**src/rtl/sfsp_pkg.sv**
```systemverilog
`timescale 1ns / 1ps
// ----------------------------------------------------------------------------
// sfsp_pkg
// Shared types and constants of the sensor frame sync parser: frame lengths,
// the sync byte, the byte window and the decoded result fields.
// ----------------------------------------------------------------------------
package sfsp_pkg;

    localparam int DATA_LEN  = 23;
    localparam int TEST_LEN  = 10;
    localparam int TEST_BASE = DATA_LEN - TEST_LEN;
    localparam int NUM_WORDS = 10;
    localparam int CNT_W     = 5;

    localparam logic [7:0] SYNC_BYTE = 8'hB4;

    // Register codes for packet_kind
    localparam logic KIND_DATA = 1'b0;
    localparam logic KIND_TEST = 1'b1;

    typedef logic [CNT_W-1:0] fill_cnt_t;

    // Window of received bytes, index 0 oldest, index DATA_LEN-1 newest
    typedef logic [DATA_LEN-1:0][7:0] window_t;

    typedef struct packed {
        logic signed [15:0] status_word;
        logic signed [15:0] u_speed;
        logic signed [15:0] v_speed;
        logic signed [15:0] w_speed;
        logic signed [15:0] sound_speed;
        logic signed [15:0] analog_one;
        logic signed [15:0] analog_two;
        logic signed [15:0] analog_three;
        logic signed [15:0] analog_four;
        logic signed [15:0] temperature;
        logic        [31:0] test_identifier;
        logic        [31:0] test_sequence;
    } frame_fields_t;

endpackage

```
**src/rtl/sfsp_frame_match.sv**
```systemverilog
`timescale 1ns / 1ps
// ----------------------------------------------------------------------------
// sfsp_frame_match
// Checks the newest frame-length bytes of the window for the sync header and,
// in data mode, the XOR checksum; decodes the little-endian result fields.
// ----------------------------------------------------------------------------
module sfsp_frame_match (
    input  sfsp_pkg::window_t       window,
    input  logic                    packet_kind,
    input  logic                    len_ok,
    output logic                    hit,
    output sfsp_pkg::frame_fields_t fields
);
    import sfsp_pkg::*;

    logic [DATA_LEN-2:0] xor_col;
    logic [7:0]          xor_sum;
    logic                hdr_data;
    logic                hdr_test;
    logic [NUM_WORDS-1:0][15:0] words;

    // Fold bytes 0..21 of the data frame, one bit column at a time
    always_comb
    begin
        xor_col = '0;
        xor_sum = '0;
        for (int b = 0; b < 8; b++)
        begin
            for (int i = 0; i < DATA_LEN - 1; i++)
            begin
                xor_col[i] = window[i][b];
            end
            xor_sum[b] = ^xor_col;
        end
    end

    // Check header of each frame position
    assign hdr_data = (window[0] == SYNC_BYTE) && (window[1] == SYNC_BYTE);
    assign hdr_test = (window[TEST_BASE] == SYNC_BYTE) &&
                      (window[TEST_BASE + 1] == SYNC_BYTE);

    always_comb
    begin
        if (packet_kind == KIND_TEST)
        begin
            hit = len_ok && hdr_test;
        end
        else
        begin
            hit = len_ok && hdr_data && (xor_sum == window[DATA_LEN - 1]);
        end
    end

    // Gather the ten little-endian 16-bit words of a data frame
    always_comb
    begin
        for (int k = 0; k < NUM_WORDS; k++)
        begin
            words[k] = {window[3 + 2 * k], window[2 + 2 * k]};
        end
    end

    // Decode fields; zero those of the other mode
    always_comb
    begin
        fields = '0;
        if (packet_kind == KIND_TEST)
        begin
            fields.test_identifier = {window[TEST_BASE + 5], window[TEST_BASE + 4],
                                      window[TEST_BASE + 3], window[TEST_BASE + 2]};
            fields.test_sequence   = {window[TEST_BASE + 9], window[TEST_BASE + 8],
                                      window[TEST_BASE + 7], window[TEST_BASE + 6]};
        end
        else
        begin
            fields.status_word  = words[0];
            fields.u_speed      = words[1];
            fields.v_speed      = words[2];
            fields.w_speed      = words[3];
            fields.sound_speed  = words[4];
            fields.analog_one   = words[5];
            fields.analog_two   = words[6];
            fields.analog_three = words[7];
            fields.analog_four  = words[8];
            fields.temperature  = words[9];
        end
    end

endmodule

```
**src/rtl/sensor_frame_sync_parser.sv**
```systemverilog
`timescale 1ns / 1ps
// A frame's result is registered when the word that completes it is taken.
// Throughput: one word per cycle while in_ready is high; the window shift,
// header compare and XOR fold all sit between the window register and the
// result register. A pending result stalls input only while out_ready is low.
// Reset (rst_n, async, active low) clears the window, fill count,
// packet_kind (data mode) and the result valid flag.
// ----------------------------------------------------------------------------
// sensor_frame_sync_parser
// Sliding-window frame parser: finds sync-headed data or test frames in a
// received byte stream and emits the decoded fields of each valid frame.
// ----------------------------------------------------------------------------
module sensor_frame_sync_parser (
    input  logic               clk,
    input  logic               rst_n,
    // configuration
    input  logic               cfg_wr_en,
    input  logic               cfg_wr_data,
    // input word stream
    input  logic               in_valid,
    output logic               in_ready,
    input  logic [7:0]         rx_byte,
    // result stream
    output logic               out_valid,
    input  logic               out_ready,
    output logic signed [15:0] status_word,
    output logic signed [15:0] u_speed,
    output logic signed [15:0] v_speed,
    output logic signed [15:0] w_speed,
    output logic signed [15:0] sound_speed,
    output logic signed [15:0] analog_one,
    output logic signed [15:0] analog_two,
    output logic signed [15:0] analog_three,
    output logic signed [15:0] analog_four,
    output logic signed [15:0] temperature,
    output logic        [31:0] test_identifier,
    output logic        [31:0] test_sequence
);
    import sfsp_pkg::*;

    window_t       window_reg;
    window_t       window_next;
    fill_cnt_t     fill_reg;
    fill_cnt_t     fill_inc;
    fill_cnt_t     fill_next;
    logic          kind_reg;
    logic          out_valid_reg;
    logic          out_valid_next;
    frame_fields_t fields_reg;
    frame_fields_t match_fields;
    logic          len_ok;
    logic          hit;
    logic          take;

    assign in_ready = !out_valid_reg || out_ready;
    assign take     = in_valid && in_ready;

    // Shift the new word in at the newest end
    assign window_next = {rx_byte, window_reg[DATA_LEN-1:1]};

    // Advance fill count, saturating at the data frame length
    assign fill_inc = (fill_reg < CNT_W'(DATA_LEN)) ? fill_reg + 1'b1 : fill_reg;
    assign len_ok   = (kind_reg == KIND_TEST) ? (fill_inc >= CNT_W'(TEST_LEN))
                                              : (fill_inc >= CNT_W'(DATA_LEN));

    sfsp_frame_match u_match (
        .window      (window_next),
        .packet_kind (kind_reg),
        .len_ok      (len_ok),
        .hit         (hit),
        .fields      (match_fields)
    );

    // Clear the count on an accepted frame so the next one starts after it
    assign fill_next = hit ? '0 : fill_inc;

    always_comb
    begin
        out_valid_next = out_valid_reg;
        if (take)
        begin
            out_valid_next = hit;
        end
        else if (out_ready)
        begin
            out_valid_next = 1'b0;
        end
    end

    // Hold window, count, mode and result valid
    always_ff @(posedge clk or negedge rst_n)
    begin
        if (!rst_n)
        begin
            window_reg    <= '0;
            fill_reg      <= '0;
            kind_reg      <= KIND_DATA;
            out_valid_reg <= 1'b0;
        end
        else
        begin
            if (cfg_wr_en)
            begin
                kind_reg <= cfg_wr_data;
            end
            if (take)
            begin
                window_reg <= window_next;
                fill_reg   <= fill_next;
            end
            out_valid_reg <= out_valid_next;
        end
    end

    // Load the result payload on a matching word
    always_ff @(posedge clk)
    begin
        if (take && hit)
        begin
            fields_reg <= match_fields;
        end
    end

    assign out_valid       = out_valid_reg;
    assign status_word     = fields_reg.status_word;
    assign u_speed         = fields_reg.u_speed;
    assign v_speed         = fields_reg.v_speed;
    assign w_speed         = fields_reg.w_speed;
    assign sound_speed     = fields_reg.sound_speed;
    assign analog_one      = fields_reg.analog_one;
    assign analog_two      = fields_reg.analog_two;
    assign analog_three    = fields_reg.analog_three;
    assign analog_four     = fields_reg.analog_four;
    assign temperature     = fields_reg.temperature;
    assign test_identifier = fields_reg.test_identifier;
    assign test_sequence   = fields_reg.test_sequence;

endmodule
```
**config.mk**
```make
export PLATFORM = sky130hd
export DESIGN_NAME = sensor_frame_sync_parser
export DESIGN_NICKNAME = d
export VERILOG_FILES = /design/src/rtl/sfsp_pkg.sv /design/src/rtl/sfsp_frame_match.sv /design/src/rtl/sensor_frame_sync_parser.sv
export SDC_FILE = /design/constraint.sdc
export NUM_CORES = 1
export LEC_CHECK = 0
export ABC_AREA = 1
export BUFFER_PORTS_ARGS = -buffer_cell sky130_fd_sc_hd__buf_4
export CAP_MARGIN = 20
export CORE_MARGIN = 3
export CORE_UTILIZATION = 30
export CTS_CLUSTER_DIAMETER = 60
export DETAILED_ROUTE_END_ITERATION = 6
export PLACE_DENSITY = 0.49
export SETUP_SLACK_MARGIN = 0.05
export SLEW_MARGIN = 20
export SYNTH_ARGS = -nofsm -noshare
export SYNTH_HDL_FRONTEND = slang
export SYNTH_SLANG_ARGS = --single-unit
export TNS_END_PERCENT = 20
```
**constraint.sdc**
```tcl
create_clock -name clk -period 6.67 [get_ports clk]
set_input_delay 2.001 -clock clk [delete_from_list [all_inputs] [get_ports clk]]
set_output_delay 2.001 -clock clk [all_outputs]
set_load 0.005 [all_outputs]
```
==> Word-level counts from Yosys, hierarchy flattened <==
Index checks and enable logic that the tools add are counted.
{ "totals": {"regBits": 407, "input_bits": 14, "output_inout_bits": 226, "elab_cells": 70} }
{ "op_classes": {"n_addsub": 1, "order_cmp": 3, "eq_ne": 5, "n_mux": 6, "n_reduce_logical": 18} }
{ "ops": {"columns": ["cell", "n"], "rows": [
  ["22-bit parity", 8],
  ["8-bit equality test (second input constant)", 4],
  ["5-bit 2-to-1 mux", 2],
  ["8-bit equality test", 1],
  ["1-bit logical AND", 7],
  ["5-bit by 1-bit adder with 5-bit output (second input constant)", 1],
  ["5-bit by 4-bit greater-or-equal comparator with 1-bit output (second input constant)", 1],
  ["5-bit greater-or-equal comparator (second input constant)", 1],
  ["5-bit less-than comparator (second input constant)", 1],
  ["1-bit 2-to-1 mux", 4],
  ["2-bit nonzero test", 1],
  ["1-bit logical NOT", 1],
  ["1-bit logical OR", 1]
]} }

==> Logic depth before layout (Yosys ltp) <==
Gate-level depths: netlist (run 1).
{ "logic_depth": {"depth_word": 8, "mapped_depth": 21, "ltp_nobuf": 21} }

==> Cells and area by module <==
From an unflattened synthesis (run 1), not the netlist that was laid out.
{ "hier_totals": {"cells_unflattened": 2151, "area_unflattened_um2": 18499.0} }
{ "modules_own_cells": {"columns": ["mod", "n_inst", "cells_each", "area_per_inst_um2", "seq_area_each_um2"], "rows": [
  ["sensor_frame_sync_parser", 1, 1016, 13726.9, 11305.8],
  ["sfsp_frame_match", 1, 1135, 4772.1, 0.0]
]} }

==> Worst setup path before layout (run 1) <==
No wires, ideal clock.
{ "synth_path": {"path_kind": "input -> register", "from": "input port rx_byte[0]", "to": "register fields_reg, in the netlist analog_four[0], enable pin", "setup_time_ns": 0.576, "arrival_time_ns": 7.371, "required_time_ns": 6.094, "setup_slack_ns": -1.277, "cell_stages": 16, "path_buffers": 0, "cell_sequence": "inv_1 > nand2_1 > nand2_1 > nand2_1 > nand2_1 > xor2_1 > nand3_1 > nand2_1 > nand3_1 > nor2_1 > nand2_1 > nor2_1 > nand2_2 > nand2_4 > nand2_2 > inv_1"} }
{ "synth_via": {"elab_chain_len": 4} }
{ "synth_lines": {"columns": ["item", "line", "source"], "rows": [
  ["start, declared", "sensor_frame_sync_parser.sv:22", "input logic [7:0] rx_byte,"],
  ["8-bit equality test", "sfsp_frame_match.sv:50", "hit = len_ok && hdr_data && (xor_sum == window[DATA_LEN - 1]);"],
  ["1-bit logical AND", "sfsp_frame_match.sv:50", null],
  ["1-bit 2-to-1 mux", "sfsp_frame_match.sv:44", "if (packet_kind == KIND_TEST)"],
  ["1-bit logical AND", "sensor_frame_sync_parser.sv:118", "if (take && hit)"],
  ["end signal, assigned", "sensor_frame_sync_parser.sv:120", "fields_reg <= match_fields;"],
  ["end, declared", "sensor_frame_sync_parser.sv:49", "frame_fields_t fields_reg;"]
]} }
No other way between the ends.
A chain may end at the register's enable or synchronous reset.

==> Worst setup path in the final report (run 1) <==
{ "layout_path": {"from": "input port out_ready", "to": "output port in_ready"} }
{ "layout_via": {"elab_chain_len": 1} }
{ "layout_lines": {"columns": ["item", "line", "source"], "rows": [
  ["start, declared", "sensor_frame_sync_parser.sv:25", "input logic out_ready,"],
  ["1-bit logical OR", "sensor_frame_sync_parser.sv:55", "assign in_ready = !out_valid_reg || out_ready;"],
  ["end, declared", "sensor_frame_sync_parser.sv:21", "output logic in_ready,"]
]} }
No other way between the ends.

==> results of run 1 <==
[cell usage in the layout, fill, tap and decap left out, drive strengths merged, types with 4 or more instances in the layout]
cell type  count
a21oi          4
buf          247
bufinv         4
clkbuf        63
clkinv        20
dfrtp        183
edfxtp       224
inv          293
nand2        749
nand3         64
nand4         10
nor2         190
o21ai        181
xnor2         28
xor2          23
[critical path: cells and delay by family]
kind / cells / cell delay [ns]
AND/OR/NAND/NOR: 1 / 0.11
buffers and inverters: 3 / 0.32
[how the worst max path moves through the flow]
stage	slack, ns	start	endpoint
after global routing	2.21	out_ready	in_ready
after global placement	2.15	rx_byte[0]	test_identifier[2]
after CTS	2.24	out_ready	in_ready
after floorplan	0.05	rx_byte[0]	analog_four[0]
final	2.25	out_ready	in_ready
after detailed placement	2.14	out_ready	temperature[0]
[per-layer routing]
layer,global-route usage,vias up
met5,0,-
met4,0.0360,0
met3,0.0283,60
met2,0.258,266
met1,0.208,6307
li1,-,6769
[stage by stage]
step | area [sq um] | setup slack (ns) | util | hold slack (ns) | std cells
floorplan | 18100 | 0.0504 | - | 0.463 | 2022
global placement | 20700 | 2.15 | 0.350 | 0.479 | 2977
detailed placement | 20700 | 2.14 | 0.350 | 0.490 | 2977
CTS | 22300 | 2.24 | 0.377 | 0.506 | 3071
global route | 22300 | 2.21 | 0.377 | 0.535 | 3071
finish | 22300 | 2.25 | 0.377 | 0.509 | 3071
[power breakdown]
part | switching [W] | total, W | internal [W]
clock network | 0.00110 | 0.00267 | 0.00157
registers | 0.000216 | 0.00308 | 0.00286
logic | 0.000986 | 0.00146 | 0.000469
[area by class of cell]
class                           instances  share of cell area
Inverter                              289              0.0487
Sequential cell                       407               0.506
Timing Repair Buffer                  247              0.0856
Tap cell                              773              0.0433
Clock buffer                           63              0.0591
Clock inverter                         31              0.0138
Multi-Input combinational cell       1261               0.243
[logic make-up (layout without fill, tap and decap cells)]
group,after synthesis,after routing,synth area share
and+or+nand+nor,1023,1023,0.222
DFF,407,407,0.626
buffers and inverters,354,630,0.0736
AOI/OAI and AO/OA,186,186,0.0524
xor gates and xnor gates,51,51,0.0247
adders and majority gates,1,1,0.000693
==> metrics.txt, run 1 <==
Ports 240; reg2reg end temperature[0]; Vias approximately 13000; Metal-1 WL approximately 22000 um; Register Area between 10000 and 15000 sq um; # hold bufs at CTS 0; Max Used Layer met4; WL/cell 15.8 um; share of the synthesized area in the top cell type 0.373; RSZ-0062 raised after global routing no; Longest Clk Path Bufs 3; max_cap viols 0; Critical-path top delay cell buf_4; CTS clock-pin slew for the worst setup and hold paths about 0.060 ns; setup TNS 0 ns; cell taking the most area after synthesis edfxtp_1; Leak 10.6 nW; crit share post-route 0.663; IO Port Bufs ~240; worst reg-to-reg setup slack approximately 3.4 ns; r2r worst-path depth 14; clk_lat worst skew ~0.6 ns; Post-synth ARST share 0.450; largest net degree at the start of global routing approximately 270; met2 wire len ~23000 um; Die Wd between 200 and 300 um; post-synthesis cell area roughly 18000 sq um; CTS root buf clkbuf_16; Crit Path Class in2out; Multi-input gate area ~5400 sq um; fin crit period 4.42 ns; # setup viols final 0; data required time of the critical path 4.67 ns; DRC viols 0; chip height approximately 250 um; drt initial violations slightly above 900; antenna violations before repair 0; outcome finished, final reports clean; number of global-route vias before repair ~13000; Synth top cells by count 744 x nand2_1, 285 x inv_1, 224 x edfxtp_1, 190 x nor2_1, 183 x dfrtp_1; Worst Setup End Kind output pin; Slew Viols, Final 0; Total GRT Usage 0.154; Core ar. 59200 sq um; CTS tree built; Site Rows 89; most numerous cell in the Yosys netlist nand2_1; CP most frequent cell buf_4; hold path cells 2; worst reg2reg startpoint window_next[172]; Die ar. 63100 sq um; layout cells sized above 1 0.150; Final nets 2271; post_cts resized 0; Seq/Total Area, Yosys 0.626; Post-Route Skew 0.0313 ns; first-pass detailed-route iteration total 5; synth top area cells edfxtp_1 37%, dfrtp_1 25%, nand2_1 15%; Worst EP arrival around 2.4 ns; FILL cells 5967; fmax 0.226 GHz; min-delay src window_next[2]; Crit Path Max Fanout 3; GPL Wtd Cong roughly 0.77; antenna-violating nets left 0; final WL roughly 50000 um; worst-margin pin slew approximately 1.2 ns; Vias/cell between 4 and 5; CTS Buf Count 50; Worst VDD drop around 170 uV; CTS H-tree depth 2; number of synthesized flops with an enable pin between 200 and 250; CP peak stage delay between 0.15 and 0.2 ns; #FFs+latches synth between 400 and 500; Hold Violations, Final 0; Mapped Cells slightly above 2000; post-CTS setup repair buffer count 0; syn avg cell area about 8.9 sq um; Layout area overhead 23.7%; Power, Total just over 0.007 W; Netlist cell types 28; Starting Density 0.305; ys flop type edfxtp_1; Ys Warns 0; CP cell instances buf_4, inv_1, nand2_1, buf_4; clk sink count 407; Hold WC Path Type reg2reg; gr ovfl total 0; max reg flops between 150 and 200; first-pass GRT wire length about 75000 um; Post-Syn Nets ~2000; ANT cells 0; HPWL Detailed around 34000 um; met3 wire length ~2100 um; worst rel slew slack 0.233; CP Launch Type primary input; Power Density around 320 nW/um^2; WHS Endpoint window_next[2]
Power figures use the tool's default switching activity.
==> inputs of run 2 (changes only) <==
clock period = 4.05 ns   (was 6.67 ns; I/O delays follow)
==> metrics.txt, run 2 (same netlist as run 1, synthesis figures left out) <==
outcome finished, final reports clean (unchanged); Leak 10.6 nW (about the same); post_cts resized 0 (unchanged); setup slack at placement 0.401 ns (was 2.14 ns); Total GRT Usage 0.156 (was 0.154); antenna-violating nets left 0 (unchanged); ANT cells 0 (unchanged); first-pass GRT wire length 76100 um (was 75400 um); CTS root buf clkbuf_16 (unchanged); commonest non-fill, non-tap cells in the layout 740 x nand2_1, 283 x inv_1, 246 x buf_4 (was 742 x nand2_1, 284 x inv_1, 242 x buf_4); worst rel slew slack 0.382 (was 0.233); Largest delay share family, worst path simple AND/OR/NAND/NOR gates (was buffers and inverters); fin crit period 3.03 ns; Vias/cell 4.38 (was 4.36); max_cap viols 0 (unchanged); DRC viols 0 (unchanged); # hold bufs at CTS 0 (unchanged); crit share post-route 0.749; FILL cells 6047 (was 5967); Worst VDD drop 265 uV (was 169 uV); fmax ~0.33 GHz; Site Rows 89 (unchanged); Slew Viols, Final 0 (unchanged); Ports 240 (unchanged); CP most frequent cell nand2_1 (was buf_4); CP cell instances inv_1, nand2_1, nand2_1, nand2_1, nand2_1, nand3_1, nand3_1, nand2_1, nand2_1, nand2_1, nand2_1, nand2_1, nor2_1, nand2_1, clkinv_1, nand2_2, nand2_4, nand2_4, clkinvlp_4, buf_12, buf_12 (was buf_4, inv_1, nand2_1, buf_4); gr ovfl total 0 (unchanged); final worst setup slack 1.02 ns (was 2.25 ns); Vias 13500 (was 13400); CTS clock-pin slew for the worst setup and hold paths 0.06 ns (about the same); number of global-route vias before repair 13000 (about the same); Crit Path Max Fanout 43 (was 3); Worst Setup End Kind flip-flop (was output pin); Post-Route Skew 0.0264 ns (was 0.0313 ns); data required time of the critical path 4.30 ns (was 4.67 ns); antenna violations before repair 0 (unchanged); # setup viols final 0 (unchanged); Final nets 2277 (was 2271); clk sink count 407 (unchanged); WL/cell 16.1 um (was 15.8 um); commonest non-fill, non-tap cell in the layout nand2_1 (unchanged); first-pass detailed-route iteration total 5 (unchanged); Die ar. 63100 sq um (unchanged); drt initial violations 767 (was 916); CP Launch Type flip-flop (was primary input); Starting Density 0.305 (unchanged); largest net degree at the start of global routing 184 (was 272); post-CTS setup repair buffer count 0 (unchanged); Critical-path top delay cell dfrtp_1 (was buf_4); HPWL Detailed 35400 um (was 34300 um); Crit Path Class reg2reg (was in2out); Die Wd 251 um (unchanged); chip height 251 um (unchanged); CTS H-tree depth 2 (unchanged); layout cells sized above 1 0.150 (about the same); GPL Wtd Cong 0.760 (was 0.775); Final Util 0.378 (was 0.377); worst-margin pin slew 0.926 ns (was 1.15 ns); crit path buf inv count 5 (was 3); Core ar. 59200 sq um (unchanged); CTS tree built (unchanged); Power Density 519 nW/um^2 (was 323 nW/um^2); Worst EP arrival 3.28 ns (was 2.42 ns); Layout area overhead 24.0% (was 23.7%); Longest Clk Path Bufs 3 (unchanged); clk_lat worst skew 0.58 ns (was 0.59 ns); CTS Buf Count 47 (was 50); final WL 49600 um (was 48600 um); Hold Violations, Final 0 (unchanged); IO Port Bufs 239 (unchanged); worst hold slack 0.507 ns (was 0.509 ns); CP peak stage delay 0.41 ns (was 0.17 ns); RSZ-0062 raised after global routing no (unchanged); Hold WC Path Type reg2reg (unchanged); max reg flops 176 (unchanged)
## run 2: cell types whose count changed in the layout (fill, tap and decap cells not counted), sizes merged
cell    before  now
buf        247  255
inv        293  291
bufinv       4    3
clkbuf      63   62
clkinv      20   19
## run 2: cell type report
type	instances	area (sq um)	area share
Clock inverter	27	239	0.0107
Sequential cell	407	11300	0.505
Tap cell	773	967	0.0432
Inverter	289	1100	0.0492
Clock buffer	61	1280	0.0572
Multi-Input combinational cell	1261	5450	0.243
Timing Repair Buffer	256	2040	0.0912
## run 2: per-layer routing
metal  part of all wire  track usage  up-vias
li1                   -            -     6792
met1               0.45        0.207     6323
met2               0.47        0.255      288
met3              0.051       0.0305       75
met4              0.028       0.0537        0
met5                  0            0        -
## run 2: path summary, 6_finish.rpt
path                                      start                to  slack (ns)  cells after the start
worst max-delay path            window_next[18]       v_speed[15]        1.02                     21
worst min-delay path             window_next[7]    window_next[7]        0.51                      2
worst max register to register  window_next[18]       v_speed[15]        1.02                     21
worst min register to register   window_next[7]    window_next[7]        0.51                      2
max in group asynchronous                 rst_n  window_next[152]        2.46                      2
min in group asynchronous                 rst_n   window_next[34]        0.68                      1
## run 2: metrics by stage
step	power, W	setup TNS (ns)	instance area, sq um	std cells
2_1_floorplan	0.00679	-395.48	18100	2022
3_3_place_gp	0.00751	0	20900	2986
3_5_place_dp	0.00757	0	20900	2986
4_1_cts	0.0118	0	22400	3074
5_1_grt	0.0124	0	22400	3074
6_report	0.0116	0	22400	3074
## run 2: worst min-delay path, delay by kind of cell, from the launching register on
family	cells	cell delay, ns
and+or+nand+nor	2	0.11
DFF	1	0.36
## run 2: report_power, final
| group | switching [W] | leakage, nW | internal [W] |
|---|---|---|---|
| registers | 0.000360 | 4.41 | 0.00471 |
| clock network | 0.00172 | 0.734 | 0.00243 |
| logic | 0.00161 | 5.48 | 0.000779 |
==> inputs of run 3 (changes only) <==
clock period = 2.6 ns   (was 4.05 ns; I/O delays follow)
==> metrics.txt, run 3 (same netlist as run 1, synthesis figures left out) <==
outcome finished with violations (was finished, final reports clean); violated checks setup timing; Cell Area, Placed 22200 sq um (was 20900 sq um); data required time of the critical path 2.90 ns (was 4.30 ns); Psw 0.00609 W (was 0.00369 W); Post-Route Skew 0.0275 ns (was 0.0264 ns); clock share of power 0.342 (was 0.358); worst-margin pin slew 0.852 ns (was 0.926 ns); final WL 51800 um (was 49600 um); fin crit period 2.67 ns (was 3.03 ns); CP cell instances nand2_2, buf_4, buf_4, nor4_1, nand3_1, nor2_1, nand2_1, nor2_2, nand2_1, nor2_2, nand2_2, nand2_4, nand2_4, clkinvlp_4, buf_12, buf_16, clkbuf_16 (was inv_1, nand2_1, nand2_1, nand2_1, nand2_1, nand3_1, nand3_1, nand2_1, nand2_1, nand2_1, nand2_1, nand2_1, nor2_1, nand2_1, clkinv_1, nand2_2, nand2_4, nand2_4, clkinvlp_4, buf_12, buf_12); met2 wire len 24600 um (was 23200 um); Reg power frac 0.413 (was 0.437); clk_lat worst skew 0.59 ns (was 0.58 ns); IO Port Bufs 239 (unchanged); GPL Wtd Cong 0.796 (was 0.760); clk sink count 407 (unchanged); met3 wire length 2460 um (was 2540 um); antenna violations before repair 0 (unchanged); final instance area 24600 sq um (was 22400 sq um); Final nets 2490 (was 2277); Sw Share 0.321 (was 0.318); # setup viols final 182 (was 0); CTS tree built (unchanged); Largest delay share family, worst path simple AND/OR/NAND/NOR gates (unchanged); commonest non-fill, non-tap cell in the layout nand2_1 (unchanged); # hold bufs at CTS 0 (unchanged); Worst VDD drop 518 uV (was 265 uV); commonest non-fill, non-tap cells in the layout 705 x nand2_1, 425 x buf_4, 256 x inv_1 (was 740 x nand2_1, 283 x inv_1, 246 x buf_4); CTS H-tree depth 2 (unchanged); DRC viols 0 (unchanged); Metal-1 WL 23500 um (was 22400 um); RSZ-0062 raised after global routing yes (was no); Ports 240 (unchanged); first-pass detailed-route iteration total 5 (unchanged); Starting Density 0.305 (unchanged); Vias/cell 4.34 (was 4.38); Leak 11.8 nW (was 10.6 nW); drt initial violations 737 (was 767); CTS root buf clkbuf_16 (unchanged); Critical-path top delay cell dfrtp_1 (unchanged); worst rel slew slack 0.432 (was 0.382); Worst EP arrival 2.98 ns (was 3.28 ns); first-pass GRT wire length 78700 um (was 76100 um); Layout area overhead 36.2% (was 24.0%); CP peak stage delay 0.42 ns (was 0.41 ns); max_cap viols 0 (unchanged); max reg flops 176 (unchanged); Comb power frac 0.244 (was 0.205); ANT cells 0 (unchanged); Total GRT Usage 0.161 (was 0.156); setup TNS -6.73 ns (was 0 ns); largest net degree at the start of global routing 164 (was 184); Die Wd 251 um (unchanged); Die ar. 63100 sq um (unchanged); Vias 14300 (was 13500); fmax 0.374 GHz (was 0.330 GHz); Max Used Layer met4 (unchanged); final worst setup slack -0.0746 ns (was 1.02 ns); gr ovfl total 0 (unchanged); antenna-violating nets left 0 (unchanged); Hold WC Path Type in2async (was reg2reg); Int Power 0.0129 W (was 0.00793 W); Worst Setup End Kind flip-flop (unchanged); crit path buf inv count 6 (was 5); WL/cell 15.8 um (was 16.1 um); Site Rows 89 (unchanged); CP Launch Type flip-flop (unchanged); chip height 251 um (unchanged); Hold Violations, Final 0 (unchanged); Longest Clk Path Bufs 3 (unchanged); Slew Viols, Final 0 (unchanged); CTS Buf Count 48 (was 47); Power Density 772 nW/um^2 (was 519 nW/um^2); number of global-route vias before repair 13800 (was 13000); HPWL Detailed 36900 um (was 35400 um); Crit Path Max Fanout 8 (was 43); CTS clock-pin slew for the worst setup and hold paths 0.06 ns (about the same); Core ar. 59200 sq um (unchanged); layout cells sized above 1 0.257 (was 0.150); Power, Total 0.0190 W (was 0.0116 W); Crit Path Class reg2reg (unchanged); crit share post-route 1.03 (was 0.749)
-- run 3: what timing repair did --
action	4_1_cts	5_1_grt
setup endpoints to repair	219	224
gates cloned	4	12
resized for setup	39	74
setup buffers	8	16
pin swaps	4	31
-- run 3: per-layer routing --
| layer | global-route usage | up-vias |
|---|---|---|
| met4 | 0.0501 | 0 |
| met1 | 0.219 | 6695 |
| met3 | 0.0258 | 63 |
| met2 | 0.264 | 285 |
| li1 | - | 7243 |
| met5 | 0 | - |
-- run 3: final timing paths --
kind	start	end	slack, ns	cells after the start
worst max-delay path	window_next[15]	test_identifier[8]	-0.07	17
worst min-delay path	rst_n	window_next[18]	0.14	1
worst max register to register	window_next[15]	test_identifier[8]	-0.07	17
worst min register to register	window_next[14]	window_next[6]	0.51	2
max in group asynchronous	rst_n	window_next[76]	1.79	2
min in group clk	cfg_wr_en	kind_reg	0.41	2
-- run 3: cell type report --
class                      instances  area [sq um]
fill                            5843         34700
sequential                       407         11300
multi-input combinational       1261          5620
timing repair buffer             468          4050
clock buffer                      56          1260
inverter                         289          1100
tap                              773           967
clock inverter                    34           264
-- run 3: power groups by stage --
stage / registers (W) / logic [W] / clock network [W]
3_5_place_dp: 0.00795 / 0.00439 / 0
4_1_cts: 0.00783 / 0.00451 / 0.00670
2_1_floorplan: 0.00784 / 0.00274 / 0
5_1_grt: 0.00792 / 0.00534 / 0.00698
3_3_place_gp: 0.00793 / 0.00432 / 0
6_report: 0.00785 / 0.00464 / 0.00650
-- run 3: stage by stage --
step,instances,hold WS (ns),util,worst slack [ns]
after floorplan,2022,0.463,-,-2.78
after global placement,3158,0.479,0.375,-0.454
after detailed placement,3158,0.492,0.375,-0.394
after CTS,3260,0.120,0.406,-0.123
after global routing,3288,0.129,0.415,-0.310
final,3288,0.140,0.415,-0.0746
